===== src/sv/tpse_pkg.sv =====
// package: types, constants and codes for the sorted expiry timer pool
`timescale 1ns / 1ps
package tpse_pkg;
  localparam int unsigned TIMERS    = 32;
  localparam int unsigned TIME_BITS = 32;
  localparam int unsigned ID_W      = $clog2(TIMERS);
  localparam int unsigned CNT_W     = $clog2(TIMERS + 1);
  localparam int unsigned MAX_RES   = 32;

  typedef enum logic [1:0] {
    OP_TICK    = 2'd0,
    OP_ADD     = 2'd1,
    OP_RESTART = 2'd2,
    OP_DELETE  = 2'd3
  } op_t;

  typedef enum logic [1:0] {
    ST_OK       = 2'd0,
    ST_NO_FREE  = 2'd1,
    ST_BAD_STATE = 2'd2,
    ST_BAD_ID   = 2'd3
  } status_t;

  typedef enum logic [1:0] {
    TS_FREE  = 2'd0,
    TS_ALLOC = 2'd1,
    TS_RUN   = 2'd2
  } tstate_t;

  typedef enum logic [4:0] {
    S_IDLE,
    S_CLEAR,
    S_DECODE,
    S_TICK_CHK,
    S_TICK_POP,
    S_TICK_NONE,
    S_ADD_POP,
    S_ARM_START,
    S_ARM_WALK,
    S_ARM_LINK,
    S_UNL_WALK,
    S_UNL_LINK,
    S_DEL_FREE,
    S_EMIT
  } fsm_t;

  // controller to datapath
  typedef struct packed {
    logic clear_start;
    logic clear_step;
    logic latch_in;
    logic tick_adv;
    logic tick_pop;
    logic add_pop;
    logic arm_start;
    logic arm_step;
    logic arm_link;
    logic unl_start;
    logic unl_step;
    logic unl_link;
    logic del_free;
    logic emit;
    logic emit_last;
    logic emit_exp;
    logic [1:0] emit_status;
    logic emit_id_sel;
  } ctrl_t;

  // datapath to controller
  typedef struct packed {
    logic clear_done;
    op_t  op;
    logic id_bad;
    tstate_t id_state;
    logic free_empty;
    logic head_due;
    logic head_valid;
    logic arm_stop;
    logic unl_found;
    logic unl_stop;
    logic pop_limit;
    logic pop_any;
  } stat_t;
endpackage


===== src/sv/timer_pool_sorted_expiry_unit.sv =====
// top level of the sorted expiry timer pool
`timescale 1ns / 1ps
// One word per start; busy is high while it is worked on, and the walks along
// the sorted list go one link a cycle. A tick advances the time and pops each
// due timer with one result word per expired timer, or gives one word when
// nothing is due. An add takes a free timer and walks the list to insert it;
// a restart of an allocated timer inserts it; a restart of a running timer
// unlinks and re-inserts it; a delete frees the timer, after the unlink walk
// for a running timer; a bad id or a free timer is answered without a walk.
// Results appear for one cycle with out_valid; the receiver cannot stall.
// After reset or a pool_size write a clearing pass refills the free queue.
module timer_pool_sorted_expiry_unit (
  input  logic        clk,
  input  logic        rst_n,
  input  logic        start,
  output logic        busy,
  input  logic [1:0]  in_operation,
  input  logic [4:0]  in_timer_id,
  input  logic [31:0] in_interval,
  output logic        out_valid,
  output logic [1:0]  out_status,
  output logic [4:0]  out_result_id,
  output logic        out_expired,
  output logic        out_last_result,
  output logic [31:0] out_now_time,
  output logic [5:0]  out_used_count,
  input  logic        psel,
  input  logic        penable,
  input  logic        pwrite,
  input  logic [1:0]  paddr,
  input  logic [31:0] pwdata,
  output logic [31:0] prdata,
  output logic        pready
);
  tpse_pkg::ctrl_t ctrl;
  tpse_pkg::stat_t stat;
  logic            cfg_wr;
  logic [5:0]      pool_q;

  assign pready = 1'b1;
  assign cfg_wr = psel && penable && pwrite && (paddr == 2'd0);
  assign prdata = (paddr == 2'd0) ? {26'd0, pool_q} : 32'd0;

  tpse_ctrl u_ctrl (
    .clk(clk), .rst_n(rst_n), .start(start), .cfg_wr(cfg_wr),
    .busy(busy), .stat(stat), .ctrl(ctrl)
  );

  tpse_datapath u_dp (
    .clk(clk), .rst_n(rst_n), .ctrl(ctrl), .stat(stat),
    .in_operation(in_operation), .in_timer_id(in_timer_id),
    .in_interval(in_interval), .cfg_wr(cfg_wr), .cfg_wdata(pwdata[5:0]),
    .pool_size_q(pool_q), .out_valid(out_valid), .out_status(out_status),
    .out_result_id(out_result_id), .out_expired(out_expired),
    .out_last_result(out_last_result), .out_now_time(out_now_time),
    .out_used_count(out_used_count)
  );
endmodule


===== src/sv/tpse_datapath.sv =====
// datapath: timer tables, sorted list links, free queue and walk pointers
`timescale 1ns / 1ps
module tpse_datapath (
  input  logic                                   clk,
  input  logic                                   rst_n,
  input  tpse_pkg::ctrl_t                        ctrl,
  output tpse_pkg::stat_t                        stat,
  input  logic [1:0]                             in_operation,
  input  logic [4:0]                             in_timer_id,
  input  logic [31:0]                            in_interval,
  input  logic                                   cfg_wr,
  input  logic [5:0]                             cfg_wdata,
  output logic [5:0]                             pool_size_q,
  output logic                                   out_valid,
  output logic [1:0]                             out_status,
  output logic [4:0]                             out_result_id,
  output logic                                   out_expired,
  output logic                                   out_last_result,
  output logic [31:0]                            out_now_time,
  output logic [5:0]                             out_used_count
);
  localparam int unsigned IW = tpse_pkg::ID_W;
  localparam int unsigned CW = tpse_pkg::CNT_W;
  localparam int unsigned TB = tpse_pkg::TIME_BITS;
  localparam int unsigned N  = tpse_pkg::TIMERS;

  logic [1:0]    state_r [N];
  logic [1:0]    state_nxt [N];
  logic [TB-1:0] exp_mem [N];
  logic [TB-1:0] ivl_mem [N];
  logic [IW-1:0] link_mem [N];
  logic [IW-1:0] fq_mem [N];
  // link valid flags (end of list marker per entry)
  logic          lnk_v_r [N];
  logic          pop_hv;

  logic [CW-1:0] pool_r;
  logic [IW-1:0] fhead_r;
  logic [CW-1:0] fcnt_r;
  logic [TB-1:0] now_r;
  logic [5:0]    used_r;
  logic          head_v_r;
  logic [IW-1:0] head_r;
  logic [IW-1:0] clr_r;
  logic [IW:0]   clr_cnt_r;

  logic [1:0]    op_r;
  logic [IW-1:0] id_r;
  logic [TB-1:0] ival_r;
  logic [IW-1:0] tid_r;
  logic [TB-1:0] key_r;
  logic          prev_v_r;
  logic [IW-1:0] prev_r;
  logic          cur_v_r;
  logic [IW-1:0] cur_r;
  logic [CW-1:0] guard_r;
  logic [CW-1:0] pops_r;
  logic [IW-1:0] emit_id_r;

  logic [5:0]    cfg_v;
  logic [CW-1:0] pool_w;
  logic [IW-1:0] fhead_inc;
  logic [CW:0]   tail_sum;
  logic [IW-1:0] tail_idx;

  always_comb begin
    cfg_v = cfg_wdata;
    if (cfg_v == 6'd0) cfg_v = 6'd1;
    if (cfg_v > 6'(N)) cfg_v = 6'(N);
    pool_w = CW'(cfg_v);
  end

  assign fhead_inc = (CW'(fhead_r) + CW'(1) >= pool_r) ? '0 : IW'(fhead_r + IW'(1));
  always_comb begin
    tail_sum = (CW+1)'(fhead_r) + (CW+1)'(fcnt_r);
    if (tail_sum >= (CW+1)'(pool_r)) tail_sum = tail_sum - (CW+1)'(pool_r);
    tail_idx = IW'(tail_sum);
  end

  // tick pop moves head along list
  assign pop_hv = lnk_v_r[head_r];

  // status to controller
  always_comb begin
    stat.clear_done = (clr_cnt_r == '0);
    stat.op         = tpse_pkg::op_t'(op_r);
    stat.id_bad     = (CW'(id_r) >= pool_r);
    stat.id_state   = tpse_pkg::tstate_t'(state_r[id_r]);
    stat.free_empty = (fcnt_r == '0);
    stat.head_valid = head_v_r;
    stat.head_due   = head_v_r && (exp_mem[head_r] <= now_r);
    stat.arm_stop   = !cur_v_r || (exp_mem[cur_r] > key_r) || (guard_r >= CW'(N));
    stat.unl_found  = cur_v_r && (cur_r == tid_r);
    stat.unl_stop   = !cur_v_r || (cur_r == tid_r) || (guard_r >= CW'(N));
    stat.pop_limit  = (pops_r >= CW'(tpse_pkg::MAX_RES));
    stat.pop_any    = (pops_r != '0);
  end

  // per timer state flags
  always_comb begin
    for (int i = 0; i < N; i++) begin
      state_nxt[i] = state_r[i];
      if (ctrl.clear_start) state_nxt[i] = tpse_pkg::TS_FREE;
    end
    if (ctrl.tick_pop) state_nxt[head_r] = tpse_pkg::TS_ALLOC;
    if (ctrl.arm_link) state_nxt[tid_r] = tpse_pkg::TS_RUN;
    if (ctrl.unl_link) state_nxt[tid_r] = tpse_pkg::TS_ALLOC;
    if (ctrl.del_free) state_nxt[tid_r] = tpse_pkg::TS_FREE;
  end

  always_ff @(posedge clk) begin
    if (!rst_n) begin
      for (int i = 0; i < N; i++) state_r[i] <= tpse_pkg::TS_FREE;
    end else begin
      for (int i = 0; i < N; i++) state_r[i] <= state_nxt[i];
    end
  end

  // memories
  always_ff @(posedge clk) begin
    if (ctrl.clear_step) fq_mem[clr_r] <= clr_r;
    else if (ctrl.del_free && fcnt_r < pool_r) fq_mem[tail_idx] <= tid_r;
    if (ctrl.add_pop) ivl_mem[fq_mem[fhead_r]] <= ival_r;
    if (ctrl.arm_link) begin
      exp_mem[tid_r]  <= key_r;
      link_mem[tid_r] <= cur_r;
      if (prev_v_r) link_mem[prev_r] <= tid_r;
    end
    if (ctrl.unl_link && prev_v_r) link_mem[prev_r] <= link_mem[tid_r];
  end

  // control registers
  always_ff @(posedge clk) begin
    if (!rst_n) begin
      pool_r    <= CW'(N);
      fhead_r   <= '0;
      fcnt_r    <= CW'(N);
      now_r     <= '0;
      used_r    <= '0;
      head_v_r  <= 1'b0;
      head_r    <= '0;
      clr_r     <= '0;
      clr_cnt_r <= (IW+1)'(N);
      out_valid <= 1'b0;
    end else begin
      out_valid <= 1'b0;
      if (cfg_wr) begin
        pool_r <= pool_w;
        fcnt_r <= pool_w;
      end
      if (ctrl.clear_start) begin
        fhead_r   <= '0;
        now_r     <= '0;
        used_r    <= '0;
        head_v_r  <= 1'b0;
        clr_r     <= '0;
        clr_cnt_r <= (IW+1)'(N);
      end
      if (ctrl.clear_step) begin
        clr_r     <= clr_r + IW'(1);
        clr_cnt_r <= clr_cnt_r - (IW+1)'(1);
      end
      if (ctrl.tick_adv) now_r <= now_r + TB'(1);
      if (ctrl.tick_pop) begin
        head_r   <= link_mem[head_r];
        head_v_r <= pop_hv;
      end
      if (ctrl.add_pop) begin
        fhead_r <= fhead_inc;
        fcnt_r  <= fcnt_r - CW'(1);
        if (used_r != 6'd63) used_r <= used_r + 6'd1;
      end
      if (ctrl.arm_link && !prev_v_r) begin
        head_r   <= tid_r;
        head_v_r <= 1'b1;
      end
      if (ctrl.unl_link && !prev_v_r) begin
        head_r   <= link_mem[tid_r];
        head_v_r <= lnk_v_r[tid_r];
      end
      if (ctrl.del_free) begin
        if (fcnt_r < pool_r) fcnt_r <= fcnt_r + CW'(1);
        if (used_r != 6'd0) used_r <= used_r - 6'd1;
      end
      if (ctrl.emit) out_valid <= 1'b1;
    end
  end

  always_ff @(posedge clk) begin
    if (!rst_n) begin
      for (int i = 0; i < N; i++) lnk_v_r[i] <= 1'b0;
    end else begin
      if (ctrl.arm_link) begin
        lnk_v_r[tid_r] <= cur_v_r;
        if (prev_v_r) lnk_v_r[prev_r] <= 1'b1;
      end
      if (ctrl.unl_link && prev_v_r) lnk_v_r[prev_r] <= lnk_v_r[tid_r];
    end
  end

  // walk and word registers
  always_ff @(posedge clk) begin
    if (!rst_n) begin
      pops_r <= '0;
    end else begin
      if (ctrl.latch_in) pops_r <= '0;
      if (ctrl.tick_pop) pops_r <= pops_r + CW'(1);
    end
  end

  always_ff @(posedge clk) begin
    if (ctrl.latch_in) begin
      op_r   <= in_operation;
      id_r   <= IW'(in_timer_id);
      ival_r <= TB'(in_interval);
      tid_r  <= IW'(in_timer_id);
    end
    if (ctrl.add_pop) tid_r <= fq_mem[fhead_r];
    if (ctrl.tick_pop) emit_id_r <= head_r;
    if (ctrl.add_pop) emit_id_r <= fq_mem[fhead_r];
    if (ctrl.arm_start) begin
      key_r    <= now_r + ivl_mem[tid_r];
      prev_v_r <= 1'b0;
      cur_v_r  <= head_v_r;
      cur_r    <= head_r;
      guard_r  <= '0;
    end
    if (ctrl.unl_start) begin
      prev_v_r <= 1'b0;
      cur_v_r  <= head_v_r;
      cur_r    <= head_r;
      guard_r  <= '0;
    end
    if (ctrl.arm_step || ctrl.unl_step) begin
      prev_v_r <= 1'b1;
      prev_r   <= cur_r;
      cur_v_r  <= lnk_v_r[cur_r];
      cur_r    <= link_mem[cur_r];
      guard_r  <= guard_r + CW'(1);
    end
  end

  // result word
  always_ff @(posedge clk) begin
    if (ctrl.emit) begin
      out_status      <= ctrl.emit_status;
      out_result_id   <= ctrl.emit_id_sel ? 5'(emit_id_r) : 5'd0;
      out_expired     <= ctrl.emit_exp;
      out_last_result <= ctrl.emit_last;
      out_now_time    <= 32'(now_r);
      out_used_count  <= used_r;
    end
  end

  assign pool_size_q = 6'(pool_r);
endmodule


===== src/sv/tpse_ctrl.sv =====
// controller: sequences tick, add, restart and delete over the datapath
`timescale 1ns / 1ps
module tpse_ctrl (
  input  logic            clk,
  input  logic            rst_n,
  input  logic            start,
  input  logic            cfg_wr,
  output logic            busy,
  input  tpse_pkg::stat_t stat,
  output tpse_pkg::ctrl_t ctrl
);
  tpse_pkg::fsm_t state_r, state_nxt;
  logic restart_r, restart_nxt;
  logic busy_add_r, bad_state_r;
  logic unl_seen_r;

  always_ff @(posedge clk) begin
    if (!rst_n) begin
      state_r   <= tpse_pkg::S_CLEAR;
      restart_r <= 1'b0;
    end else begin
      state_r   <= state_nxt;
      restart_r <= restart_nxt;
    end
  end

  always_comb begin
    state_nxt   = state_r;
    restart_nxt = restart_r;
    unique case (state_r)
      tpse_pkg::S_IDLE: begin
        if (cfg_wr) state_nxt = tpse_pkg::S_CLEAR;
        else if (start) state_nxt = tpse_pkg::S_DECODE;
      end
      tpse_pkg::S_CLEAR: if (stat.clear_done) state_nxt = tpse_pkg::S_IDLE;
      tpse_pkg::S_DECODE: begin
        unique case (stat.op)
          tpse_pkg::OP_TICK: state_nxt = tpse_pkg::S_TICK_CHK;
          tpse_pkg::OP_ADD:
            state_nxt = stat.free_empty ? tpse_pkg::S_EMIT : tpse_pkg::S_ADD_POP;
          default: begin
            restart_nxt = (stat.op == tpse_pkg::OP_RESTART);
            if (stat.id_bad || stat.id_state == tpse_pkg::TS_FREE)
              state_nxt = tpse_pkg::S_EMIT;
            else if (stat.id_state == tpse_pkg::TS_RUN)
              state_nxt = tpse_pkg::S_UNL_WALK;
            else if (stat.op == tpse_pkg::OP_RESTART)
              state_nxt = tpse_pkg::S_ARM_START;
            else
              state_nxt = tpse_pkg::S_DEL_FREE;
          end
        endcase
      end
      tpse_pkg::S_TICK_CHK: begin
        if (stat.head_due && !stat.pop_limit) state_nxt = tpse_pkg::S_TICK_POP;
        else if (stat.pop_any) state_nxt = tpse_pkg::S_IDLE;
        else state_nxt = tpse_pkg::S_TICK_NONE;
      end
      tpse_pkg::S_TICK_POP: state_nxt = tpse_pkg::S_TICK_CHK;
      tpse_pkg::S_TICK_NONE: state_nxt = tpse_pkg::S_IDLE;
      tpse_pkg::S_ADD_POP: state_nxt = tpse_pkg::S_ARM_START;
      tpse_pkg::S_ARM_START: state_nxt = tpse_pkg::S_ARM_WALK;
      tpse_pkg::S_ARM_WALK: if (stat.arm_stop) state_nxt = tpse_pkg::S_ARM_LINK;
      tpse_pkg::S_ARM_LINK: state_nxt = tpse_pkg::S_EMIT;
      tpse_pkg::S_UNL_WALK: if (stat.unl_stop) state_nxt = tpse_pkg::S_UNL_LINK;
      tpse_pkg::S_UNL_LINK: begin
        if (!stat.unl_found) state_nxt = tpse_pkg::S_EMIT;
        else if (restart_r) state_nxt = tpse_pkg::S_ARM_START;
        else state_nxt = tpse_pkg::S_DEL_FREE;
      end
      tpse_pkg::S_DEL_FREE: state_nxt = tpse_pkg::S_EMIT;
      tpse_pkg::S_EMIT: state_nxt = tpse_pkg::S_IDLE;
      default: state_nxt = tpse_pkg::S_IDLE;
    endcase
  end

  always_ff @(posedge clk) begin
    if (!rst_n) unl_seen_r <= 1'b0;
    else if (state_r == tpse_pkg::S_DECODE) unl_seen_r <= 1'b0;
    else if (state_r == tpse_pkg::S_UNL_LINK) unl_seen_r <= !stat.unl_found;
  end

  always_comb begin
    ctrl = '0;
    busy = (state_r != tpse_pkg::S_IDLE);
    unique case (state_r)
      tpse_pkg::S_IDLE: begin
        ctrl.clear_start = cfg_wr;
        ctrl.latch_in    = start && !cfg_wr;
      end
      tpse_pkg::S_CLEAR: ctrl.clear_step = !stat.clear_done;
      tpse_pkg::S_DECODE: ctrl.tick_adv = (stat.op == tpse_pkg::OP_TICK);
      // word of the timer popped last, last when no further pop follows
      tpse_pkg::S_TICK_CHK: begin
        ctrl.emit        = stat.pop_any;
        ctrl.emit_exp    = 1'b1;
        ctrl.emit_id_sel = 1'b1;
        ctrl.emit_last   = !(stat.head_due && !stat.pop_limit);
        ctrl.emit_status = tpse_pkg::ST_OK;
      end
      tpse_pkg::S_TICK_POP: ctrl.tick_pop = 1'b1;
      tpse_pkg::S_TICK_NONE: begin
        ctrl.emit        = 1'b1;
        ctrl.emit_last   = 1'b1;
        ctrl.emit_status = tpse_pkg::ST_OK;
      end
      tpse_pkg::S_ADD_POP:   ctrl.add_pop = 1'b1;
      tpse_pkg::S_ARM_START: ctrl.arm_start = 1'b1;
      tpse_pkg::S_ARM_WALK:  ctrl.arm_step = !stat.arm_stop;
      tpse_pkg::S_ARM_LINK:  ctrl.arm_link = 1'b1;
      tpse_pkg::S_UNL_WALK:  ctrl.unl_step = !stat.unl_stop;
      tpse_pkg::S_UNL_LINK:  ctrl.unl_link = stat.unl_found;
      tpse_pkg::S_DEL_FREE:  ctrl.del_free = 1'b1;
      tpse_pkg::S_EMIT: begin
        ctrl.emit      = 1'b1;
        ctrl.emit_last = 1'b1;
        unique case (stat.op)
          tpse_pkg::OP_ADD: begin
            ctrl.emit_status = stat.free_empty && !busy_add_r ?
                               tpse_pkg::ST_NO_FREE : tpse_pkg::ST_OK;
            ctrl.emit_id_sel = busy_add_r;
          end
          default: begin
            if (stat.id_bad) ctrl.emit_status = tpse_pkg::ST_BAD_ID;
            else if (bad_state_r || unl_seen_r) ctrl.emit_status = tpse_pkg::ST_BAD_STATE;
            else ctrl.emit_status = tpse_pkg::ST_OK;
          end
        endcase
      end
      default: ;
    endcase
    if (state_r == tpse_pkg::S_UNL_WALK) ctrl.unl_start = 1'b0;
    if (state_r == tpse_pkg::S_DECODE && stat.op[1] && !stat.id_bad &&
        stat.id_state == tpse_pkg::TS_RUN) ctrl.unl_start = 1'b1;
  end

  always_ff @(posedge clk) begin
    if (!rst_n) begin
      busy_add_r  <= 1'b0;
      bad_state_r <= 1'b0;
    end else if (state_r == tpse_pkg::S_DECODE) begin
      busy_add_r  <= (stat.op == tpse_pkg::OP_ADD) && !stat.free_empty;
      bad_state_r <= stat.id_state == tpse_pkg::TS_FREE;
    end
  end
endmodule

===== config.mk =====
export PLATFORM = sky130hd
export DESIGN_NAME = timer_pool_sorted_expiry_unit
export DESIGN_NICKNAME = d
export VERILOG_FILES = /design/src/sv/tpse_pkg.sv /design/src/sv/timer_pool_sorted_expiry_unit.sv /design/src/sv/tpse_datapath.sv /design/src/sv/tpse_ctrl.sv
export SDC_FILE = /design/constraint.sdc
export NUM_CORES = 2
export LEC_CHECK = 0
export ABC_AREA = 0
export BUFFER_PORTS_ARGS = -buffer_cell sky130_fd_sc_hd__clkbuf_2
export CAP_MARGIN = 20
export CORE_MARGIN = 3
export CORE_UTILIZATION = 50
export DETAILED_ROUTE_END_ITERATION = 6
export PLACE_DENSITY = 0.72
export SLEW_MARGIN = 10
export SYNTH_ARGS = -nofsm -noshare
export SYNTH_HDL_FRONTEND = slang
export SYNTH_SLANG_ARGS = --single-unit

===== constraint.sdc =====
create_clock -name clk -period 15.7 [get_ports clk]
set_input_delay 2.355 -clock clk [delete_from_list [all_inputs] [get_ports clk]]
set_output_delay 2.355 -clock clk [all_outputs]
set_load 0.01 [all_outputs]

==> out/results.txt <==
CTS tree: built
unique cell type count in the Yosys netlist: 76
Tot GR Track Use: 26.9%
LEAKAGE: 43.0 nW
die area: 252000 µm²
hpwl dp: 189000 µm
post-layout instance area: 136000 µm²
hold_buf cts: 0
Cell Area, Placed: 127000 µm²
H-tree levels: 5
Critical Path RT: 16.24 ns
# DRC: 0
DR WL/cell: 33.5 µm
Synth top area share: 61.4%
Pwr Total: 17.9 mW
top cells by area, synth: edfxtp_1 61%, mux4_2 22%, dfxtp_1 3.4%
Tcrit/Tclk final: 54.1%
Vias: 68612
initial antenna violation count: 16
IO buf count: 107
WL final: 338000 µm
Fmax: 0.118 GHz
most instantiated cells after synthesis: 2513 x edfxtp_1, 1180 x mux4_2, 321 x nor2_1
Post-Route Utilization: 56.0%
post-synthesis async set-or-reset flop share: 0%
Core ar.: 244000 µm²
clock root cell: clkbuf_16
row cnt: 181
clock sinks: 2722
crit path max fanout: 41
clock transition at the registers of the reported paths: 0.06 ns
layout cells sized above 1: 32.5%
Syn Inst Count: 6544
CP startpoint kind: register
Area Growth Syn to Fin: 11.0%
Crit Path Class: reg -> reg
initial core utilization: 50.4%
Slew headroom: 22.5%
fin crit period: 8.50 ns
Top Ports: 161
largest net degree at the start of global routing: 110
Fin Hold WS: 0.467 ns
die span in y: 502 µm
post-CTS resize count: 0
Hold Violations, Final: 0
Pwr Density: 131 nW/µm²
worst-margin pin slew: 1.16 ns
Post-synth EDFFs: 2513
worst min path class: reg -> reg
clock buffers created by TritonCTS: 293
Fillers: 17802
max-cap viol count: 0
drt pass-1 iters: 6
number of global-route vias before repair: 69199
global-route wire length before repair: 488000 µm
Max Root-Sink Buffers: 4
Mean Syn Cell Area: 18.8 µm²
clock latency on the worst-skew pair: 0.93 ns
Setup violations, final: 0
worst vdd ir: 0.000190 V
cell taking the most area after synthesis: edfxtp_1
Fin Clk Skew: 0.0709 ns
post-CTS setup buffers: 0
Synth warnings: 0
leading register cell type out of synthesis: edfxtp_1
layout net count: 6898
RePlAce Congestion: 0.907
post-synthesis sequential area ratio: 64.8%
status: finished clean
total gr overflow: 0
Post-Syn Area: 123000 µm²
post-route ant nets: 0
DRT iter0 DRCs: 9058
RSZ-0062 raised after global routing: no
most common cell in the netlist: edfxtp_1
final setup TNS: 0 ns
arrival time worst endpoint: 9.04 ns
crit path capture type: register
Final Max Slew Viols: 0
Die Wd: 502 µm
drt via density: 6.80
post-synthesis register bit count: 2722
stage by stage:
step,instances,setup WS (ns)
2_1_floorplan,6569,10.67
3_3_place_gp,9579,7.34
3_5_place_dp,9579,7.26
4_1_cts,10080,7.25
5_1_grt,10090,6.85
6_report,10095,7.20
cell families after synthesis:
group	synth area share (%)
flip-flops	64.8
multiplexers	24.7
AND/OR/NAND/NOR	3.26
AO/OA/AOI/OAI	3.36
buffers and inverters	2.04
adder cells (fa/ha/maj)	1.44
XOR/XNOR	0.427
other	0.00611
registers in the layout, indices dropped and copies added, names as in the netlist, 6 cells and up, named ones only:
register and cells:
u_dp.out_used_count 6, u_dp.pops_r 6, u_dp.guard_r 6, u_dp.clr_cnt_r 6, u_dp.out_now_time 32, u_dp.fcnt_r 6
u_dp.pool_size_q 6, u_dp.fq_mem 160, u_dp.now_r 32, u_dp.used_r 6, u_dp.link_mem 160, u_dp.key_r 32
u_dp.ival_r 32, u_dp.ivl_mem 1024, u_dp.exp_mem 1024, u_dp.lnk_v_r 32, u_dp.state_r 64
worst paths after layout:
| check | from | to | slack [ns] | depth (start not counted) |
|---|---|---|---|---|
| setup / recovery | register | u_dp.guard_r[0]$_SDFFCE_PP0N_ | 7.20 | 14 |
| hold / removal | u_dp.clr_cnt_r[4]$_SDFFE_PN0P_ | u_dp.clr_cnt_r[4]$_SDFFE_PN0P_ | 0.47 | 1 |
| setup reg to reg | register | u_dp.guard_r[0]$_SDFFCE_PP0N_ | 7.20 | 14 |
| hold reg to reg | u_dp.clr_cnt_r[4]$_SDFFE_PN0P_ | u_dp.clr_cnt_r[4]$_SDFFE_PN0P_ | 0.47 | 1 |
routing by layer:
metal | up-vias | track usage, % | wire length, µm
li1 | 27526 | - | -
met1 | 35920 | 35.9 | 123000
met2 | 4324 | 43.2 | 165000
met3 | 832 | 5.56 | 34200
met4 | 10 | 11.6 | 16000
met5 | - | 0 | 60
layout make-up:
cell class,instances,area (µm²),area share [%]
Inverter,135,514,0.377
Timing Repair Buffer,271,1950,1.43
Antenna cell,8,20.0,0.0147
Sequential cell,2722,79700,58.4
Clock buffer,360,7730,5.66
Tap cell,3202,4010,2.94
Multi-Input combinational cell,3256,41300,30.3
Clock inverter,141,1240,0.907
critical path, cell delays in order (launching register included):
cell      delay (ns)
dfxtp_4         0.61
buf_4           0.68
buf_4           0.83
buf_4           0.73
mux4_2          0.60
mux4_2          0.52
mux2_2          0.29
ha_1            0.30
nand4_1         0.20
nor3_1          0.61
a31oi_1         0.23
a21o_1          0.25
a31oi_2         0.80
nand2_1         0.65
nand2b_1        0.64
cell usage in the layout (no fill, tap or decap), types with 15 or more instances in the layout:
cell type	netlist	routed
a211oi_1	73	72
a21o_1	56	56
a21oi_1	242	237
a221oi_1	40	40
a22oi_1	15	15
a31oi_1	18	18
and2_1	26	26
and3_1	16	16
buf_4	29	152
bufinv_16	0	21
clkbuf_1	277	59
clkbuf_16	0	300
clkbuf_2	0	107
clkinv_1	4	65
clkinv_2	0	39
conb_1	2	27
dfxtp_1	209	194
edfxtp_1	2513	2513
ha_1	137	137
inv_1	131	110
inv_2	0	20
mux2_2	272	272
mux2i_1	70	70
mux4_2	1180	1180
nand2_1	177	176
nand2b_1	30	30
nand3_1	95	95
nand4_1	28	28
nor2_1	321	286
nor2_4	1	35
nor2b_1	37	37
nor3_1	50	36
o211ai_1	33	33
o21ai_0	90	89
or2_2	18	18
xnor2_1	37	37
xor2_1	23	23
power by group:
group / leakage, nW / total, mW / switching, mW / internal (mW)
Combinational: 14.3 / 2.95 / 1.62 / 1.34
Clock: 4.38 / 6.60 / 2.77 / 3.83
Sequential: 24.4 / 8.40 / 0.283 / 8.11
Total: 43.0 / 17.9 / 4.66 / 13.3
(Power assumes the default switching activity.)
